$ cat config.mk
export PLATFORM = sky130hd
export DESIGN_NAME = stripe_segment_mapper
export DESIGN_NICKNAME = d
export VERILOG_FILES = /design/src/hdl/ssm_pkg.sv /design/src/hdl/stripe_segment_mapper.sv /design/src/hdl/ssm_divider.sv /design/src/hdl/ssm_front.sv /design/src/hdl/ssm_queue.sv /design/src/hdl/ssm_back.sv
export SDC_FILE = /design/constraint.sdc
export NUM_CORES = 2
export LEC_CHECK = 0
export BUFFER_PORTS_ARGS = -buffer_cell sky130_fd_sc_hd__buf_2
export CAP_MARGIN = 0
export CORE_AREA = 2 2 320 560
export CTS_CLUSTER_SIZE = 40
export DETAILED_ROUTE_END_ITERATION = 8
export DIE_AREA = 0 0 322 562
export SLEW_MARGIN = 15
export SYNTH_ARGS = -nofsm -noshare
export SYNTH_HDL_FRONTEND = slang
export SYNTH_SLANG_ARGS = --single-unit
export TNS_END_PERCENT = 1
$ cat constraint.sdc
create_clock -name i_clk -period 18.7 [get_ports i_clk]
set_input_delay 1.87 -clock i_clk [delete_from_list [all_inputs] [get_ports i_clk]]
set_output_delay 1.87 -clock i_clk [all_outputs]
set_load 0.05 [all_outputs]
$ cat src/hdl/ssm_pkg.sv
// Shared types and constants of the stripe segment mapper.
`timescale 1ns / 1ps
`default_nettype none
package ssm_pkg;

    localparam int MAX_DISKS    = 8;
    localparam int MAX_SEGMENTS = 64;

    localparam int DIV_W = 32;
    localparam int DVS_W = 17;

    localparam int QDEPTH = 2;

    localparam logic [3:0]  DISK_COUNT_RESET = 4'd2;
    localparam logic [16:0] STRIPE_RESET     = 17'd256;
    localparam logic [16:0] STRIPE_MAX       = 17'd65536;
    localparam logic [29:0] DISK_MAX         = 30'd536870912;
    localparam logic [7:0]  READY_RESET      = 8'd0;

    typedef enum logic [1:0] {
        ST_OK    = 2'd0,
        ST_FAIL  = 2'd1,
        ST_RANGE = 2'd2,
        ST_SEGS  = 2'd3
    } t_status;

    typedef enum logic [1:0] {
        CFG_DISK_COUNT = 2'd0,
        CFG_STRIPE     = 2'd1,
        CFG_DISK_BYTES = 2'd2,
        CFG_READY      = 2'd3
    } t_cfg_idx;

    typedef struct packed {
        logic [3:0]  disk_count;
        logic [16:0] stripe_bytes;
        logic [29:0] disk_bytes;
        logic [7:0]  ready_mask;
    } t_cfg;

    typedef struct packed {
        logic             start;
        logic [DIV_W-1:0] dividend;
        logic [DVS_W-1:0] divisor;
    } t_div_req;

    typedef struct packed {
        logic             done;
        logic [DIV_W-1:0] quo;
        logic [DVS_W-1:0] rem;
    } t_div_rsp;

    typedef struct packed {
        t_status     status;
        logic [2:0]  disk;
        logic [28:0] off;
        logic [16:0] len;
        logic [20:0] left;
        logic [28:0] row;
        logic [16:0] sbytes;
        logic [3:0]  dcount;
    } t_job;

endpackage
`default_nettype wire

$ cat src/hdl/stripe_segment_mapper.sv
// Top level of the stripe segment mapper with its configuration registers.
//
// A request (start offset, length) is taken on the input channel when
// i_in_valid and o_in_ready are high. It is split into one result per
// touched stripe unit, each with disk, offset in that disk, length and a
// last flag; a failed array, a request past the capacity or one that needs
// too many segments gives a single error result instead.
// A mapped request holds the front end from its transfer to the next through
// three divisions on the shared one-bit-per-cycle divider, the products, the
// checks and the queue push. A failed array goes from idle straight to the
// push; a range or segment error skips the third division and row product.
// With an idle back end the first result passes the queue, the back end's
// working register and the result register, then one segment follows per
// cycle while i_out_ready is high, and o_out_valid drops between requests.
// A two-entry job queue lets the front end work on the next request while
// the back end is still sending segments; a stalled receiver holds the
// result register and in turn fills the queue, after which o_in_ready stays
// low. Configuration writes are always taken and act on later requests.
// Reset clears all control state and loads the default configuration:
// two disks, 256-byte stripes, full-size disks and no disk ready.
`timescale 1ns / 1ps
`default_nettype none
module stripe_segment_mapper
    import ssm_pkg::*;
(
    input  wire logic        i_clk,
    input  wire logic        i_rst_n,
    input  wire logic        i_cfg_valid,
    output logic             o_cfg_ready,
    input  wire logic [1:0]  i_cfg_index,
    input  wire logic [29:0] i_cfg_data,
    input  wire logic        i_in_valid,
    output logic             o_in_ready,
    input  wire logic [31:0] i_start_offset,
    input  wire logic [20:0] i_req_length,
    output logic             o_out_valid,
    input  wire logic        i_out_ready,
    output logic [1:0]       o_status,
    output logic [2:0]       o_disk_index,
    output logic [28:0]      o_disk_offset,
    output logic [16:0]      o_seg_length,
    output logic             o_last_segment
);

    t_cfg     r_cfg;
    t_div_req div_req;
    t_div_rsp div_rsp;
    logic     push;
    logic     pop;
    logic     full;
    logic     empty;
    t_job     job_in;
    t_job     job_out;

    assign o_cfg_ready = 1'b1;

    always_ff @(posedge i_clk) begin
        if (!i_rst_n) begin
            r_cfg.disk_count   <= DISK_COUNT_RESET;
            r_cfg.stripe_bytes <= STRIPE_RESET;
            r_cfg.disk_bytes   <= DISK_MAX;
            r_cfg.ready_mask   <= READY_RESET;
        end else if (i_cfg_valid) begin
            unique case (t_cfg_idx'(i_cfg_index))
                CFG_DISK_COUNT: r_cfg.disk_count   <= i_cfg_data[3:0];
                CFG_STRIPE:     r_cfg.stripe_bytes <= i_cfg_data[16:0];
                CFG_DISK_BYTES: r_cfg.disk_bytes   <= i_cfg_data;
                CFG_READY:      r_cfg.ready_mask   <= i_cfg_data[7:0];
                default:        r_cfg.ready_mask   <= r_cfg.ready_mask;
            endcase
        end
    end

    ssm_divider u_div (
        .i_clk   (i_clk),
        .i_rst_n (i_rst_n),
        .i_req   (div_req),
        .o_rsp   (div_rsp)
    );

    ssm_front u_front (
        .i_clk          (i_clk),
        .i_rst_n        (i_rst_n),
        .i_cfg          (r_cfg),
        .i_in_valid     (i_in_valid),
        .o_in_ready     (o_in_ready),
        .i_start_offset (i_start_offset),
        .i_req_length   (i_req_length),
        .o_div_req      (div_req),
        .i_div_rsp      (div_rsp),
        .o_push         (push),
        .o_job          (job_in),
        .i_full         (full)
    );

    ssm_queue u_queue (
        .i_clk   (i_clk),
        .i_rst_n (i_rst_n),
        .i_push  (push),
        .i_job   (job_in),
        .o_full  (full),
        .i_pop   (pop),
        .o_empty (empty),
        .o_job   (job_out)
    );

    ssm_back u_back (
        .i_clk          (i_clk),
        .i_rst_n        (i_rst_n),
        .i_empty        (empty),
        .i_job          (job_out),
        .o_pop          (pop),
        .o_out_valid    (o_out_valid),
        .i_out_ready    (i_out_ready),
        .o_status       (o_status),
        .o_disk_index   (o_disk_index),
        .o_disk_offset  (o_disk_offset),
        .o_seg_length   (o_seg_length),
        .o_last_segment (o_last_segment)
    );

endmodule
`default_nettype wire

$ cat src/hdl/ssm_divider.sv
// Restoring divider that produces one quotient bit per cycle.
`timescale 1ns / 1ps
`default_nettype none
module ssm_divider
    import ssm_pkg::*;
(
    input  wire logic     i_clk,
    input  wire logic     i_rst_n,
    input  wire t_div_req i_req,
    output t_div_rsp      o_rsp
);

    localparam int CNT_W = $clog2(DIV_W);

    logic             r_busy;
    logic             r_done;
    logic [CNT_W-1:0] r_cnt;
    logic [DIV_W-1:0] r_quo;
    logic [DVS_W-1:0] r_rem;
    logic [DVS_W:0]   trial;
    logic             ge;
    logic [DVS_W-1:0] n_rem;

    always_comb begin
        trial = {r_rem, r_quo[DIV_W-1]};
        ge    = (trial >= {1'b0, i_req.divisor});
        n_rem = ge ? DVS_W'(trial - {1'b0, i_req.divisor}) : trial[DVS_W-1:0];
    end

    always_ff @(posedge i_clk) begin
        if (!i_rst_n) begin
            r_busy <= 1'b0;
            r_done <= 1'b0;
            r_cnt  <= '0;
        end else begin
            r_done <= 1'b0;
            if (i_req.start) begin
                r_busy <= 1'b1;
                r_cnt  <= '0;
            end else if (r_busy) begin
                r_cnt <= r_cnt + 1'b1;
                if (r_cnt == CNT_W'(DIV_W - 1)) begin
                    r_busy <= 1'b0;
                    r_done <= 1'b1;
                end
            end
        end
    end

    always_ff @(posedge i_clk) begin
        if (i_req.start) begin
            r_quo <= i_req.dividend;
            r_rem <= '0;
        end else if (r_busy) begin
            r_quo <= {r_quo[DIV_W-2:0], ge};
            r_rem <= n_rem;
        end
    end

    assign o_rsp.done = r_done;
    assign o_rsp.quo  = r_quo;
    assign o_rsp.rem  = r_rem;

endmodule
`default_nettype wire

$ cat src/hdl/ssm_front.sv
// Front end: accepts requests, checks them and works out the first segment.
`timescale 1ns / 1ps
`default_nettype none
module ssm_front
    import ssm_pkg::*;
(
    input  wire logic        i_clk,
    input  wire logic        i_rst_n,
    input  wire t_cfg        i_cfg,
    input  wire logic        i_in_valid,
    output logic             o_in_ready,
    input  wire logic [31:0] i_start_offset,
    input  wire logic [20:0] i_req_length,
    output t_div_req         o_div_req,
    input  wire t_div_rsp    i_div_rsp,
    output logic             o_push,
    output t_job             o_job,
    input  wire logic        i_full
);

    typedef enum logic [8:0] {
        F_IDLE      = 9'b000000001,
        F_DIV_CAP   = 9'b000000010,
        F_MUL_D     = 9'b000000100,
        F_DIV_START = 9'b000001000,
        F_CHECK     = 9'b000010000,
        F_DIV_ROW   = 9'b000100000,
        F_MUL_ROW   = 9'b001000000,
        F_PUSH      = 9'b010000000,
        F_SPARE     = 9'b100000000
    } t_fstate;

    localparam logic [5:0] SEG_MUL = 6'(MAX_SEGMENTS - 1);

    t_fstate     r_state;
    t_status     r_status;
    logic [31:0] r_start;
    logic [20:0] r_len;
    logic [16:0] r_s;
    logic [3:0]  r_d;
    logic [29:0] r_prod;
    logic [33:0] r_cap;
    logic [31:0] r_slide;
    logic [16:0] r_within;
    logic [16:0] r_first;
    logic [20:0] r_rest;
    logic [31:0] r_rowq;
    logic [2:0]  r_disk;
    logic [28:0] r_row;

    logic [16:0] s_eff;
    logic [29:0] db_eff;
    logic [7:0]  need;
    logic        disk_fail;
    logic        accept;
    logic [46:0] cap_prod;
    logic [33:0] cap_mul;
    logic [48:0] row_prod;
    logic [32:0] end_sum;
    logic        oor;
    logic [16:0] head;
    logic [16:0] first;
    logic [20:0] rest;
    logic [22:0] lim;
    logic        many;

    always_comb begin
        if (i_cfg.stripe_bytes == '0) begin
            s_eff = 17'd1;
        end else if (i_cfg.stripe_bytes > STRIPE_MAX) begin
            s_eff = STRIPE_MAX;
        end else begin
            s_eff = i_cfg.stripe_bytes;
        end
        db_eff    = (i_cfg.disk_bytes > DISK_MAX) ? DISK_MAX : i_cfg.disk_bytes;
        need      = 8'((9'd1 << i_cfg.disk_count) - 9'd1);
        disk_fail = (i_cfg.disk_count < 4'd2) || (32'(i_cfg.disk_count) > MAX_DISKS)
                    || (i_cfg.disk_count > 4'd8) || ((i_cfg.ready_mask & need) != need);
        accept    = i_in_valid && (r_state == F_IDLE);

        cap_prod = {17'b0, i_div_rsp.quo[29:0]} * {30'b0, r_s};
        cap_mul  = {4'b0, r_prod} * {30'b0, r_d};
        row_prod = {17'b0, r_rowq} * {32'b0, r_s};

        end_sum = {1'b0, r_start} + {12'b0, r_len};
        oor     = ({2'b0, r_start} >= r_cap) || ({1'b0, end_sum} > r_cap);
        head    = r_s - r_within;
        first   = ({4'b0, head} > r_len) ? r_len[16:0] : head;
        rest    = r_len - {4'b0, first};
        lim     = {6'b0, r_s} * {17'b0, SEG_MUL};
        many    = ({2'b0, rest} > lim);
    end

    always_comb begin
        o_div_req.start    = 1'b0;
        o_div_req.dividend = {2'b0, db_eff};
        o_div_req.divisor  = s_eff;
        unique case (r_state)
            F_IDLE: begin
                o_div_req.start = accept && !disk_fail;
            end
            F_MUL_D: begin
                o_div_req.start    = 1'b1;
                o_div_req.dividend = r_start;
                o_div_req.divisor  = r_s;
            end
            F_DIV_START: begin
                o_div_req.dividend = r_start;
                o_div_req.divisor  = r_s;
            end
            F_CHECK: begin
                o_div_req.start    = !oor && !many;
                o_div_req.dividend = r_slide;
                o_div_req.divisor  = {13'b0, r_d};
            end
            F_DIV_ROW: begin
                o_div_req.dividend = r_slide;
                o_div_req.divisor  = {13'b0, r_d};
            end
            F_DIV_CAP, F_MUL_ROW, F_PUSH, F_SPARE: begin
                o_div_req.divisor = r_s;
            end
            default: begin
                o_div_req.divisor = r_s;
            end
        endcase
    end

    always_ff @(posedge i_clk) begin
        if (!i_rst_n) begin
            r_state <= F_IDLE;
        end else begin
            unique case (r_state)
                F_IDLE: begin
                    if (accept) begin
                        r_state <= disk_fail ? F_PUSH : F_DIV_CAP;
                    end
                end
                F_DIV_CAP: begin
                    if (i_div_rsp.done) begin
                        r_state <= F_MUL_D;
                    end
                end
                F_MUL_D: begin
                    r_state <= F_DIV_START;
                end
                F_DIV_START: begin
                    if (i_div_rsp.done) begin
                        r_state <= F_CHECK;
                    end
                end
                F_CHECK: begin
                    r_state <= (oor || many) ? F_PUSH : F_DIV_ROW;
                end
                F_DIV_ROW: begin
                    if (i_div_rsp.done) begin
                        r_state <= F_MUL_ROW;
                    end
                end
                F_MUL_ROW: begin
                    r_state <= F_PUSH;
                end
                F_PUSH: begin
                    if (!i_full) begin
                        r_state <= F_IDLE;
                    end
                end
                F_SPARE: begin
                    r_state <= F_IDLE;
                end
                default: begin
                    r_state <= F_IDLE;
                end
            endcase
        end
    end

    always_ff @(posedge i_clk) begin
        if (accept) begin
            r_start  <= i_start_offset;
            r_len    <= i_req_length;
            r_s      <= s_eff;
            r_d      <= i_cfg.disk_count;
            r_status <= disk_fail ? ST_FAIL : ST_OK;
        end
        if (r_state == F_DIV_CAP && i_div_rsp.done) begin
            r_prod <= cap_prod[29:0];
        end
        if (r_state == F_MUL_D) begin
            r_cap <= cap_mul;
        end
        if (r_state == F_DIV_START && i_div_rsp.done) begin
            r_slide  <= i_div_rsp.quo;
            r_within <= i_div_rsp.rem;
        end
        if (r_state == F_CHECK) begin
            r_first <= first;
            r_rest  <= rest;
            if (oor) begin
                r_status <= ST_RANGE;
            end else if (many) begin
                r_status <= ST_SEGS;
            end
        end
        if (r_state == F_DIV_ROW && i_div_rsp.done) begin
            r_rowq <= i_div_rsp.quo;
            r_disk <= i_div_rsp.rem[2:0];
        end
        if (r_state == F_MUL_ROW) begin
            r_row <= row_prod[28:0];
        end
    end

    always_comb begin
        o_in_ready   = (r_state == F_IDLE);
        o_push       = (r_state == F_PUSH) && !i_full;
        o_job.status = r_status;
        o_job.sbytes = r_s;
        o_job.dcount = r_d;
        if (r_status == ST_OK) begin
            o_job.disk = r_disk;
            o_job.off  = r_row + {12'b0, r_within};
            o_job.len  = r_first;
            o_job.left = r_rest;
            o_job.row  = r_row;
        end else begin
            o_job.disk = '0;
            o_job.off  = '0;
            o_job.len  = '0;
            o_job.left = '0;
            o_job.row  = '0;
        end
    end

endmodule
`default_nettype wire

$ cat src/hdl/ssm_queue.sv
// Short job queue between the front end and the segment generator.
`timescale 1ns / 1ps
`default_nettype none
module ssm_queue
    import ssm_pkg::*;
(
    input  wire logic i_clk,
    input  wire logic i_rst_n,
    input  wire logic i_push,
    input  wire t_job i_job,
    output logic      o_full,
    input  wire logic i_pop,
    output logic      o_empty,
    output t_job      o_job
);

    localparam int AW = (QDEPTH > 1) ? $clog2(QDEPTH) : 1;
    localparam int CW = $clog2(QDEPTH + 1);

    t_job          r_mem [QDEPTH];
    logic [AW-1:0] r_wp;
    logic [AW-1:0] r_rp;
    logic [CW-1:0] r_cnt;

    assign o_full  = (r_cnt == CW'(QDEPTH));
    assign o_empty = (r_cnt == '0);
    assign o_job   = r_mem[r_rp];

    always_ff @(posedge i_clk) begin
        if (!i_rst_n) begin
            r_wp  <= '0;
            r_rp  <= '0;
            r_cnt <= '0;
        end else begin
            if (i_push) begin
                r_wp <= (r_wp == AW'(QDEPTH - 1)) ? '0 : r_wp + 1'b1;
            end
            if (i_pop) begin
                r_rp <= (r_rp == AW'(QDEPTH - 1)) ? '0 : r_rp + 1'b1;
            end
            if (i_push && !i_pop) begin
                r_cnt <= r_cnt + 1'b1;
            end else if (i_pop && !i_push) begin
                r_cnt <= r_cnt - 1'b1;
            end
        end
    end

    always_ff @(posedge i_clk) begin
        if (i_push) begin
            r_mem[r_wp] <= i_job;
        end
    end

endmodule
`default_nettype wire

$ cat src/hdl/ssm_back.sv
// Back end: steps through the stripes of one job and drives the result register.
`timescale 1ns / 1ps
`default_nettype none
module ssm_back
    import ssm_pkg::*;
(
    input  wire logic  i_clk,
    input  wire logic  i_rst_n,
    input  wire logic  i_empty,
    input  wire t_job  i_job,
    output logic       o_pop,
    output logic       o_out_valid,
    input  wire logic  i_out_ready,
    output logic [1:0] o_status,
    output logic [2:0] o_disk_index,
    output logic [28:0] o_disk_offset,
    output logic [16:0] o_seg_length,
    output logic       o_last_segment
);

    logic        r_busy;
    t_job        r_w;
    logic        r_ov;
    logic [1:0]  r_status;
    logic [2:0]  r_disk;
    logic [28:0] r_off;
    logic [16:0] r_len;
    logic        r_last;

    logic        emit;
    logic        last;
    logic [16:0] piece;
    logic [3:0]  disk_inc;
    logic        wrap;
    logic [28:0] row_next;

    always_comb begin
        o_pop    = !r_busy && !i_empty;
        emit     = r_busy && (!r_ov || i_out_ready);
        last     = (r_w.left == '0);
        piece    = (r_w.left < {4'b0, r_w.sbytes}) ? r_w.left[16:0] : r_w.sbytes;
        disk_inc = {1'b0, r_w.disk} + 4'd1;
        wrap     = (disk_inc >= r_w.dcount);
        row_next = wrap ? (r_w.row + {12'b0, r_w.sbytes}) : r_w.row;
    end

    always_ff @(posedge i_clk) begin
        if (!i_rst_n) begin
            r_busy <= 1'b0;
            r_ov   <= 1'b0;
        end else begin
            if (o_pop) begin
                r_busy <= 1'b1;
            end else if (emit && last) begin
                r_busy <= 1'b0;
            end
            if (emit) begin
                r_ov <= 1'b1;
            end else if (i_out_ready) begin
                r_ov <= 1'b0;
            end
        end
    end

    always_ff @(posedge i_clk) begin
        if (o_pop) begin
            r_w <= i_job;
        end else if (emit) begin
            r_w.disk <= wrap ? 3'd0 : disk_inc[2:0];
            r_w.row  <= row_next;
            r_w.off  <= row_next;
            r_w.len  <= piece;
            r_w.left <= r_w.left - {4'b0, piece};
        end
        if (emit) begin
            r_status <= r_w.status;
            r_disk   <= r_w.disk;
            r_off    <= r_w.off;
            r_len    <= r_w.len;
            r_last   <= last;
        end
    end

    assign o_out_valid    = r_ov;
    assign o_status       = r_status;
    assign o_disk_index   = r_disk;
    assign o_disk_offset  = r_off;
    assign o_seg_length   = r_len;
    assign o_last_segment = r_last;

endmodule
`default_nettype wire
==> flow_summary_export.csv <==
group,metric,value,unit
logic_synthesis,synthSimpleGateAreaFrac,13.27,%
sta,setup_tns,0,ps
sta,clock.fmax,0.08856,GHz
worst_setup_path,crit_arrival,11730,ps
logic_synthesis,synthXorXnorAreaFrac,3.680,%
placement,dp_hpwl,149300,um
sta,slew_headroom,22.09,%
floorplan,start_util,37.92,%
layout,final_layout_size_suffix_gt1_share,7.014,%
logic_synthesis,synth_top_family_by_area,"adder cells",
clock_network,clockBufferDepth,3,
logic_synthesis,synthesis.area,66780,um2
route,drt_wl_total,192200,um
logic_synthesis,synth_top_cell_by_area,"edfxtp_1",
route,first_pass_iters,7,
global_routing,grt_max_degree,85,
sta,finalHoldViolCount,0,
layout,final_nets,7645,
floorplan,die_y,562,um
clock_network,post_cts_resized,0,
layout,fill_cells,16882,
layout,syn2layout_area_growth,9.261,%
clock_network,cts_tree,"done",
placement,dp_cells,8621,
placement,dp_slack,7410,ps
layout,multi_input_area,38250,um2
job,max_cap_viol_count,0,
logic_synthesis,yosysWarnings,0,
route,via_per_inst,5.274,
worst_setup_path,cp_max_fo,84,
worst_setup_path,cpMaxStageDelayCell,"buf_4",
route,num_vias,46360,
logic_synthesis,yosys-mux-area-fraction,2.243,%
route,drc_errors,0,
floorplan,rows,204,
clock_network,root_buffer,"clkbuf_16",
clock_network,path_clk_slew,70,ps
floorplan,core_area,176100,um2
sta,worst_pin_slew,1169,ps
floorplan,io_pins,145,
clock_network,cts_sinks,836,
worst_setup_path,end_kind,"register",
global_routing,track_usage,21.59,%
logic_synthesis,synthAdderAreaFrac,28.42,%
min_path,hold_path.class,"reg -> reg",
global_routing,antenna_found_initial,9,
logic_synthesis,ys_seq_area_share,36.09,%
route,wl_per_cell,21.87,um
logic_synthesis,synth_compound_area_share,9.554,%
sta,min_period,11290,ps
sta,drv_slew,0,
sta,rsz0062_at_grt,"false",
placement,io_buffers,143,
global_routing,grt_remaining_overflow,0,
logic_synthesis,syn-num-nets,7608,
worst_setup_path,critPathMaxStageDelay,690,ps
clock_network,clock_latency,730,ps
layout,final_common_cell,"inv_1",
placement,routabilityCongestion,0.8737,
global_routing,grt_pass1_wl,295500,um
layout,final_cell_mix,"inv_1 (920), nand2_1 (871), edfxtp_1 (736)",
logic_synthesis,synth_edf_count,736,
logic_synthesis,ys_ff_latch,836,
clock_network,h-tree-depth,3,
logic_synthesis,synthArstFlopShare,0,%
clock_network,cts_buffers,86,
sta,min_period_over_period,60.38,%
clock_network,cts_hold_buf,0,
floorplan,die_x,322,um
worst_setup_path,required,19140,ps
route,drt_iter0_markers,2850,
logic_synthesis,synth_flop_cell,"edfxtp_1",
sta,setup_ws,7408,ps
floorplan,die-area,181000,um2
sta,clock_skew,44.48,ps
clock_network,cts_setup_buffers,0,
sta,setup_viol,0,
logic_synthesis,syn_avg_cell_area,10.42,um2
run_status,status,"finished clean",
logic_synthesis,netlist_top_cells_area,"edfxtp_1 (33%), fa_1 (20%), ha_1 (8.3%), inv_1 (5.2%), nand2_1 (4.9%)",
global_routing,grt_pass1_vias,49609,
worst_setup_path,start_kind,"register",
layout,fin_cells,8790,
layout,fin_util,41.43,%
route,ant_nets,0,
logic_synthesis,yosys.cell_types.count,91,
worst_setup_path,path_class,"reg -> reg",
layout,regArea,24110,um2
logic_synthesis,synth_top_area_share,33.10,%
logic_synthesis,synth_cells,6406,
## metal layers
metal | track usage [%] | vias to the layer above | part of all wire [%]
met4 | 13.86 | 2 | 7.6
met3 | 2.383 | 461 | 3.8
li1 | - | 21368 | -
met5 | 0 | - | 0.0078
met2 | 40.44 | 1183 | 53
met1 | 22.68 | 23346 | 35
## area by class of cell
type | count | share of cell area (%)
Antenna cell | 8 | 0.02744
Clock buffer | 104 | 3.186
Multi-Input combinational cell | 4380 | 52.42
Timing Repair Buffer | 216 | 1.732
Inverter | 923 | 4.754
Sequential cell | 836 | 33.04
Tap cell | 2266 | 3.886
Clock inverter | 57 | 0.9569
## flip-flops by register name, indices dropped and copies added, names as in the netlist, 21 cells and up, named ones only
signal	count
u_front.r_len	21
u_front.r_rest	21
u_front.r_prod	30
u_front.r_cap	34
u_front.r_slide	32
u_queue.r_mem	244
u_front.r_rowq	29
u_back.r_w	122
u_front.r_start	32
u_div.r_quo	32
u_back.o_disk_offset	29
u_front.r_row	29
r_cfg	59
## final timing paths
kind              slack (ps)                       end            start  cells after the start
setup reg to reg        7410           u_div.r_quo[30]   u_front.r_s[6]                     42
hold reg to reg          410  u_back.o_disk_offset[16]  u_back.r_w[104]                      0
setup / recovery        7410           u_div.r_quo[30]   u_front.r_s[6]                     42
hold / removal           410  u_back.o_disk_offset[16]  u_back.r_w[104]                      0
## synth_stat cells (all sizes together) (23+ instances only)
library cell  count
inv             923
nand2           871
edfxtp          736
fa              671
ha              441
and2            304
a21oi           302
clkbuf          241
nor2            230
xnor2           199
o21ai           154
mux2i           108
a21o            104
dfxtp           100
nor2b            98
a211oi           96
xor2             79
nor3             78
nand3            66
a21boi           63
nand2b           46
mux2             37
a22o             35
nand4            35
and3             32
o21a             31
buf              26
or3              23
## stage by stage
stage | hold WS (ps) | instance area, um2
6_report | 412.4 | 72960
5_1_grt | 422.9 | 72950
4_1_cts | 417.4 | 72940
3_5_place_dp | 404.5 | 69920
3_3_place_gp | 404.1 | 69920
2_1_floorplan | 400.3 | 66780
## worst max-delay path, delay by kind of cell, from the launching register on
kind | cells | cell delay [ps]
DFF | 1 | 340
xor gates and xnor gates | 2 | 450
adders and majority gates | 5 | 1680
AOI/OAI and AO/OA | 21 | 4790
buffers and inverters | 4 | 1870
and+or+nand+nor | 10 | 1760
## cell families after synthesis
| family | count (synthesis) |
|---|---|
| AO/OA/AOI/OAI | 970 |
| AND/OR/NAND/NOR | 1870 |
| XOR/XNOR | 279 |
| adder cells (fa/ha/maj) | 1115 |
| flip-flops | 836 |
| other | 1 |
| multiplexers | 145 |
| buffers and inverters | 1190 |
Power is not shown: default switching activity piles up to over one toggle a cycle in this logic, so the estimate is an artifact.
